<file path="src/sv/bf3_pkg.sv">
// Package: types, constants and weight tables of the 3x3 bilateral filter.
`default_nettype none
package bf3_pkg;

   localparam int DEF_MAX_WIDTH   = 1024;
   localparam int DEF_WEIGHT_BITS = 16;
   localparam int DIAMETER        = 3;
   localparam int MAX_HEIGHT      = 4095;
   localparam int MIN_DIM         = 3;
   localparam int QUOT_BITS       = 16;
   localparam int WIDTH_REG_BITS  = 11;
   localparam int HEIGHT_REG_BITS = 12;
   localparam int CSR_DATA_BITS   = 12;
   localparam logic [63:0] EXP_Q32 = 64'd4280080076;

   localparam logic [WIDTH_REG_BITS-1:0]  RESET_WIDTH  = 11'd640;
   localparam logic [HEIGHT_REG_BITS-1:0] RESET_HEIGHT = 12'd480;

   localparam logic CSR_IMAGE_WIDTH  = 1'b0;
   localparam logic CSR_IMAGE_HEIGHT = 1'b1;

   typedef struct packed {
      logic [7:0] pixel;
      logic       frame_start;
   } req_type;

   typedef struct packed {
      logic [15:0] filtered_value;
      logic [11:0] row;
      logic [9:0]  column;
      logic        last;
   } rsp_type;

   typedef enum logic [2:0] {
      ST_IDLE,
      ST_READ,
      ST_MUL,
      ST_ACC,
      ST_LOAD,
      ST_DIV,
      ST_OUT
   } state_type;

   typedef logic [63:0] range_tab_type [256];

   function automatic logic [63:0] rnd_shift(logic [63:0] v, int s);
      logic [63:0] r;
      if (s == 0) begin
         r = v;
      end else begin
         r = (v + (64'd1 << (s - 1))) >> s;
      end
      return r;
   endfunction

   function automatic range_tab_type build_range(int wb);
      range_tab_type t;
      logic [63:0]   g;
      logic [63:0]   p;
      g = 64'd1 << 32;
      p = EXP_Q32;
      for (int d = 0; d < 256; d++) begin
         t[d] = rnd_shift(g, 32 - wb);
         g = rnd_shift(g * p, 32);
         p = rnd_shift(rnd_shift(p * EXP_Q32, 32) * EXP_Q32, 32);
      end
      return t;
   endfunction

   function automatic logic [63:0] space_weight(logic [1:0] dist2, int wb);
      logic [63:0] s;
      case (dist2)
         2'd0:    s = 64'd16777216;
         2'd1:    s = 64'd16744480;
         default: s = 64'd16711808;
      endcase
      return rnd_shift(s, 24 - wb);
   endfunction

endpackage
`default_nettype wire

</file>
<file path="src/sv/bf3_div.sv">
// Restoring divider, one quotient bit per cycle.
`default_nettype none
module bf3_div #(
   parameter int DVD_W = 38,
   parameter int DEN_W = 21
) (
   input  wire logic                             clock,
   input  wire logic                             reset,
   input  wire logic                             start,
   input  wire logic [DVD_W-1:0]                 dividend,
   input  wire logic [DEN_W-1:0]                 divisor,
   output logic                                  done,
   output logic [bf3_pkg::QUOT_BITS-1:0]         quotient
);
   localparam int QB    = bf3_pkg::QUOT_BITS;
   localparam int REM_W = DEN_W + 1;
   localparam int CNT_W = $clog2(QB + 1);

   logic [REM_W-1:0] rem_ff, rem_in, trial;
   logic [QB-1:0]    quo_ff, quo_in;
   logic [QB-1:0]    low_ff, low_in;
   logic [DEN_W-1:0] den_ff;
   logic [CNT_W-1:0] cnt_ff, cnt_in;
   logic             busy_ff, busy_in, done_ff, done_in;

   always_comb begin
      rem_in  = rem_ff;
      quo_in  = quo_ff;
      low_in  = low_ff;
      cnt_in  = cnt_ff;
      busy_in = busy_ff;
      done_in = 1'b0;
      trial   = {rem_ff[REM_W-2:0], low_ff[QB-1]};
      if (start) begin
         rem_in  = REM_W'(dividend >> QB);
         low_in  = dividend[QB-1:0];
         quo_in  = '0;
         cnt_in  = CNT_W'(QB);
         busy_in = 1'b1;
      end else if (busy_ff) begin
         if (trial >= {1'b0, den_ff}) begin
            rem_in = trial - {1'b0, den_ff};
            quo_in = {quo_ff[QB-2:0], 1'b1};
         end else begin
            rem_in = trial;
            quo_in = {quo_ff[QB-2:0], 1'b0};
         end
         low_in = {low_ff[QB-2:0], 1'b0};
         cnt_in = cnt_ff - CNT_W'(1);
         if (cnt_ff == CNT_W'(1)) begin
            busy_in = 1'b0;
            done_in = 1'b1;
         end
      end
   end

   always_ff @(posedge clock) begin
      if (reset) begin
         busy_ff <= 1'b0;
         done_ff <= 1'b0;
         cnt_ff  <= '0;
      end else begin
         busy_ff <= busy_in;
         done_ff <= done_in;
         cnt_ff  <= cnt_in;
      end
      rem_ff <= rem_in;
      quo_ff <= quo_in;
      low_ff <= low_in;
      if (start) begin
         den_ff <= divisor;
      end
   end

   assign done     = done_ff;
   assign quotient = quo_ff;

   a_rem_below: assert property (@(posedge clock) disable iff (reset)
      busy_ff |-> rem_ff < {1'b0, den_ff})
      else $error("divider remainder not below divisor");
   a_den_nz: assert property (@(posedge clock) disable iff (reset)
      busy_ff |-> den_ff != '0)
      else $error("divider divisor zero");
   a_cnt: assert property (@(posedge clock) disable iff (reset)
      busy_ff |-> cnt_ff != '0)
      else $error("divider busy with zero count");
endmodule
`default_nettype wire

</file>
<file path="config.mk">
export PLATFORM = sky130hd
export DESIGN_NAME = bf3_div
export DESIGN_NICKNAME = d
export VERILOG_FILES = /design/src/sv/bf3_pkg.sv /design/src/sv/bf3_div.sv
export SDC_FILE = /design/constraint.sdc
export NUM_CORES = 1
export LEC_CHECK = 0
export BUFFER_PORTS_ARGS = -buffer_cell sky130_fd_sc_hd__buf_4
export CAP_MARGIN = 20
export CORE_ASPECT_RATIO = 0.75
export CORE_UTILIZATION = 51
export CTS_BUF_LIST = sky130_fd_sc_hd__clkbuf_4 sky130_fd_sc_hd__clkbuf_8 sky130_fd_sc_hd__clkbuf_16
export DETAILED_ROUTE_END_ITERATION = 10
export PLACE_DENSITY = 0.77
export SLEW_MARGIN = 20
export SYNTH_ARGS = -nofsm -noshare
export SYNTH_HDL_FRONTEND = slang
export SYNTH_SLANG_ARGS = --single-unit
</file>
<file path="constraint.sdc">
create_clock -name clock -period 2.9 [get_ports clock]
set_input_delay 0 -clock clock [delete_from_list [all_inputs] [get_ports clock]]
set_output_delay 0 -clock clock [all_outputs]
set_load 0.03 [all_outputs]
</file>
# After elaboration in Yosys (flattened, before gate mapping)
# Cells that the tools add are included.
# op_classes
addsub,2
magnitude_cmp,1
eq_ne,1
mux,12
bitwise_logic,1
n_reduce_logical,3
# ops
cell,n
2-to-1 mux 21 bit,3
2-to-1 mux 16 bit,2
greater-or-equal comparator 22 x 21 -> 1 bit,1
subtractor 21 bit,1
2-to-1 mux 5 bit,2
equality test 5 x 1 -> 1 bit (second input constant),1
2-to-1 mux 1 bit,5
subtractor 5 x 1 -> 5 bit (second input constant),1
OR reduction 3 bit,1
nonzero test 2 bit,1
OR reduction 2 bit,1
NOT 1 bit,1
# totals
ff_bits,81
inputBits,62
output_inout_bits,17
wordCells,28

# Longest topological paths before layout
# logic_depth
depth_word,4
depth_mapped,12
depth_no_buf,11

# Worst setup path before layout
# Ideal clock, no wire load.
# synth_path
path_kind,register -> register
start,register low_ff[15]
end,"register rem_ff[0], data pin"
setup_ns,0.260
arrival_time_ns,2.311
t_required_ns,2.640
path_slack_ns,0.329
path_stages_with_launch,13
path_buffers,1
synth_period_minus_slack_ns,2.571
path_cell_list,edfxtp_1 > inv_1 > ha_1 > inv_1 > fa_1 > a21oi_2 > a21oi_1 > o2111ai_2 > o211ai_2 > a31oi_4 > buf_6 > mux2i_1 > mux2_2
# synth_via
elab_chain_len,4
word_cells_on_any_way,5
cone_classes,add/sub (1); order compare (1); mux (3)
# synth_lines
element,line_no,rtl
start: declaration,bf3_div.sv:21,"logic [QB-1:0] low_ff, low_in;"
start signal: assignment,bf3_div.sv:69,low_ff <= low_in;
subtractor 21 bit or greater-or-equal comparator 22 x 21 -> 1 bit (tied branches),"bf3_div.sv:42, bf3_div.sv:41",
2-to-1 mux 21 bit *,bf3_div.sv:41,"if (trial >= {1'b0, den_ff}) begin"
2-to-1 mux 21 bit *,bf3_div.sv:40,end else if (busy_ff) begin
2-to-1 mux 21 bit *,bf3_div.sv:34,if (start) begin
net rem_in[0],bf3_div.sv:19,"logic [REM_W-1:0] rem_ff, rem_in, trial;"
end signal: assignment,bf3_div.sv:67,rem_ff <= rem_in;
end: declaration,bf3_div.sv:19,
# The timed path passes the listed nets; every way through them passes the cells marked *. The select of a mux whose other input is x is not followed.
# A chain may end at the register's enable or synchronous reset.

# Worst setup path in the final report
# layout_path
start,register rem_ff[12]
end,"register rem_ff[11], data pin"
# layout_via
elab_chain_len,4
# layout_lines
element,line_no
greater-or-equal comparator 22 x 21 -> 1 bit,bf3_div.sv:41
2-to-1 mux 21 bit,bf3_div.sv:41
2-to-1 mux 21 bit,bf3_div.sv:40
2-to-1 mux 21 bit,bf3_div.sv:34
net rem_in[11],bf3_div.sv:19
# The timed path passes the listed nets, and every way through them passes these cells. The select of a mux whose other input is x is not followed.

==> impl_metrics.csv <==
group,metric,value,unit
power_and_ir_drop,powerDensity,696,nW/um2
hold_path,hp-start,"start",
critical_path,required,2.98,ns
placement,dp_cells,594,
cts,insertion_delay,0.34,ns
die,start_util,52.9,%
synth,synth_most_common_cell,"edfxtp_1",
layout,area_growth,36.1,%
critical_path,rr_endpoint,"rem_ff[11]$_DFFE_PP_",
critical_path,start_kind,"flop",
timing,finalMaxSlewViolations,0,
power_and_ir_drop,p_seq_share,35.6,%
cts,root_buffer,"clkbuf_16",
critical_path,rrSetupSlack,0.12,ns
power_and_ir_drop,p_switching,1410,uW
global_route,grt_pass1_wl,16700,um
placement,io_buffers,77,
layout,stdcell_count,672,
global_route,grt_usage,23.6,%
layout,drive_gt1_share,23.8,%
run,cap_violations,0,
cts,numCtsBuffers,9,
synth,ys_warn_count,0,
timing,timing.final.ws_setup,0.125,ns
cts,cts.reportedPaths.clkPinSlew,0.06,ns
timing,fin_crit_sh,95.7,%
power_and_ir_drop,leakage,0.00256,uW
synth,ys_top_cells_by_count,"58 x edfxtp_1, 37 x nor2_1, 32 x nand2_1",
timing,slew_headroom,37.3,%
routing,drt_iter0_markers,206,
power_and_ir_drop,clock_power_share,26.1,%
cts,cts_max_level,3,
routing,wl,10400,um
global_route,grt_max_degree,50,
synth,synth_seq_area_share,49.0,%
layout,multiInputGateArea,2090,um2
layout,final_util,72.0,%
global_route,antenna_found_initial,0,
hold_path,hold_class,"input pin to flop",
synth,netlist_top_cells_area,"edfxtp_1 39%, dfxtp_1 10%, ha_1 6.4%",
placement,gp_congestion,0.890,
critical_path,worst-setup-path-type,"flop to flop",
global_route,grt-ovfl-total,0,
routing,drc,0,
synth,syn-cell-area,4490,um2
synth,yosysTopAreaCellShare,38.8,%
critical_path,reg2reg_depth,10,
timing,finalHoldViolCount,0,
critical_path,cp.arrival,2.86,ns
synth,synth_enable_flop_cells,58,
synth,synth_seq_cells,81,
synth,syn-mean-instance-area,10.7,um2
die,die_h,83.3,um
synth,synth_cell_types,55,
cts,tritoncts,"done",
die,num_io_pins,79,
timing,grt_setup_unrepaired,"no",
cts,cts.sinks,81,
placement,place_ws,0.0995,ns
timing,skew,0.00940,ns
layout,regArea,2200,um2
critical_path,crit_path_end_kind,"flop",
die,core,8490,um2
placement,place_hpwl,6810,um
power_and_ir_drop,combPwrFrac,38.3,%
timing,worst_pin_slew,0.940,ns
synth,syn-num-nets,505,
routing,drt_pass1_iterations,5,
run_status,status,"complete, no violations",
routing,viasPerCell,5.41,
timing,setup_viol,0,
critical_path,cp_max_fo,13,
layout,n_fill_cell,637,
critical_path,worstReg2RegStart,"rem_ff[12]$_DFFE_PP_",
layout,diodes,0,
hold_path,hold_depth,2,
die,fp.dieArea,9190,um2
layout,nNetsFinal,645,
routing,drt.antenna.violating_nets,0,
die,rows,29,
timing,max_freq,360,MHz
power_and_ir_drop,p_int,2840,uW
global_route,grt_pass1_vias,3655,
synth,synthFlopType,"edfxtp_1",
power_and_ir_drop,irDropWorstVdd,0.425,mV
timing,fin_setup_tns,0,ns
hold_path,hold_end,"quotient[5]$_SDFFE_PP0P_",
cts,clock_path_buffers,2,
power_and_ir_drop,swShare,33.2,%
routing,wl_per_cell,15.4,um
synth,synth_cells,419,
timing,period_needed,2.78,ns
synth,synth_top_area_cell,"edfxtp_1",
synth,synthArstFlopShare,0,%
routing,vias,3636,
die,fp.dieW,110,um
cells in the final DEF (no fill, tap or decap), drive strengths merged, types with 7 or more instances in the layout:
cell type / count
nor2b: 9
dfxtp: 23
buf: 88
nand2: 32
mux2: 16
nor2: 37
mux2i: 22
dlygate4sd3: 59
xor2: 10
nor3: 9
inv: 30
o21ai: 21
ha: 23
a21oi: 23
clkbuf: 12
xnor2: 10
nand3b: 7
edfxtp: 58
cell type report:
| cell class | instances | share of cell area [%] |
|---|---|---|
| inverters | 29 | 1.78 |
| flip-flops and latches | 81 | 36.0 |
| repair buffers | 147 | 20.9 |
| multi-input cells | 291 | 34.3 |
| clock buffers | 12 | 4.34 |
| well taps | 108 | 2.21 |
| clock inverters | 4 | 0.451 |
metrics by stage:
step | area [um2] | hold slack (ns) | power (uW)
floorplan | 4490 | 0.0724 | 2640
global placement | 5200 | 0.178 | 2990
finish | 6110 | 0.0279 | 4250
detailed placement | 5200 | 0.180 | 3030
global route | 6110 | 0.0528 | 4480
CTS | 6080 | 0.0223 | 4210
critical path, stage by stage, from the launching register on:
cell and delay, ns:
edfxtp_1 0.40, ha_1 0.45, nand2_1 0.16, o21a_1 0.23, a21boi_1 0.13, o211ai_2 0.24
a31oi_4 0.16, buf_12 0.18, buf_4 0.13, and3b_1 0.17, a221o_1 0.26
routing by layer:
| layer | track usage, % | up-vias | part of all wire (%) |
|---|---|---|---|
| met3 | 5.42 | 14 | 5.0 |
| met2 | 39.6 | 100 | 49 |
| met5 | 0 | - | 0 |
| met1 | 30.3 | 1712 | 45 |
| met4 | 6.34 | 0 | 0.96 |
| li1 | - | 1810 | - |
power by group through the flow:
| stage | Combinational [uW] | Clock (uW) | Sequential [uW] |
|---|---|---|---|
| after floorplan | 1130 | 0 | 1510 |
| after global placement | 1460 | 0 | 1530 |
| after detailed placement | 1500 | 0 | 1530 |
| after CTS | 1580 | 1120 | 1510 |
| after global routing | 1780 | 1170 | 1530 |
| final | 1630 | 1110 | 1510 |
timing repair:
action | in CTS | in global routing
hold buffers | 59 | 0
buffers inserted | 0 | 3
endpoints found under the hold margin | 65 | 0
resized for setup | 0 | 3
setup endpoints to repair | 0 | 9
worst max-delay path by stage:
stage                                     from                   end  slack (ns)  cells after the start
final                     rem_ff[12]$_DFFE_PP_  rem_ff[11]$_DFFE_PP_        0.12                     10
after global routing      low_ff[15]$_DFFE_PP_   rem_ff[0]$_DFFE_PP_        0.01                     12
after CTS                 low_ff[15]$_DFFE_PP_   rem_ff[0]$_DFFE_PP_        0.06                     12
after detailed placement  low_ff[15]$_DFFE_PP_   rem_ff[0]$_DFFE_PP_         0.1                     12
after global placement    low_ff[15]$_DFFE_PP_   rem_ff[0]$_DFFE_PP_        0.18                     12
after floorplan           low_ff[15]$_DFFE_PP_   rem_ff[0]$_DFFE_PP_        0.33                     12
sequential cells by signal, indices dropped and copies added, names as in the netlist:
register and flops:
quotient 16, cnt_ff 5, busy_ff 1, den_ff 21, rem_ff 21, done 1
low_ff 16
logic make-up (layout without fill, tap and decap cells):
| family | count (synthesis) | after routing | synth area share (%) |
|---|---|---|---|
| simple gates | 126 | 126 | 14.1 |
| compound gates | 83 | 83 | 12.7 |
| flops | 81 | 81 | 49.0 |
| buf+inv | 47 | 192 | 4.49 |
| mux | 38 | 38 | 8.92 |
| fa+ha+maj | 24 | 24 | 6.85 |
| xor+xnor | 20 | 20 | 3.90 |
(Power assumes the default switching activity.)
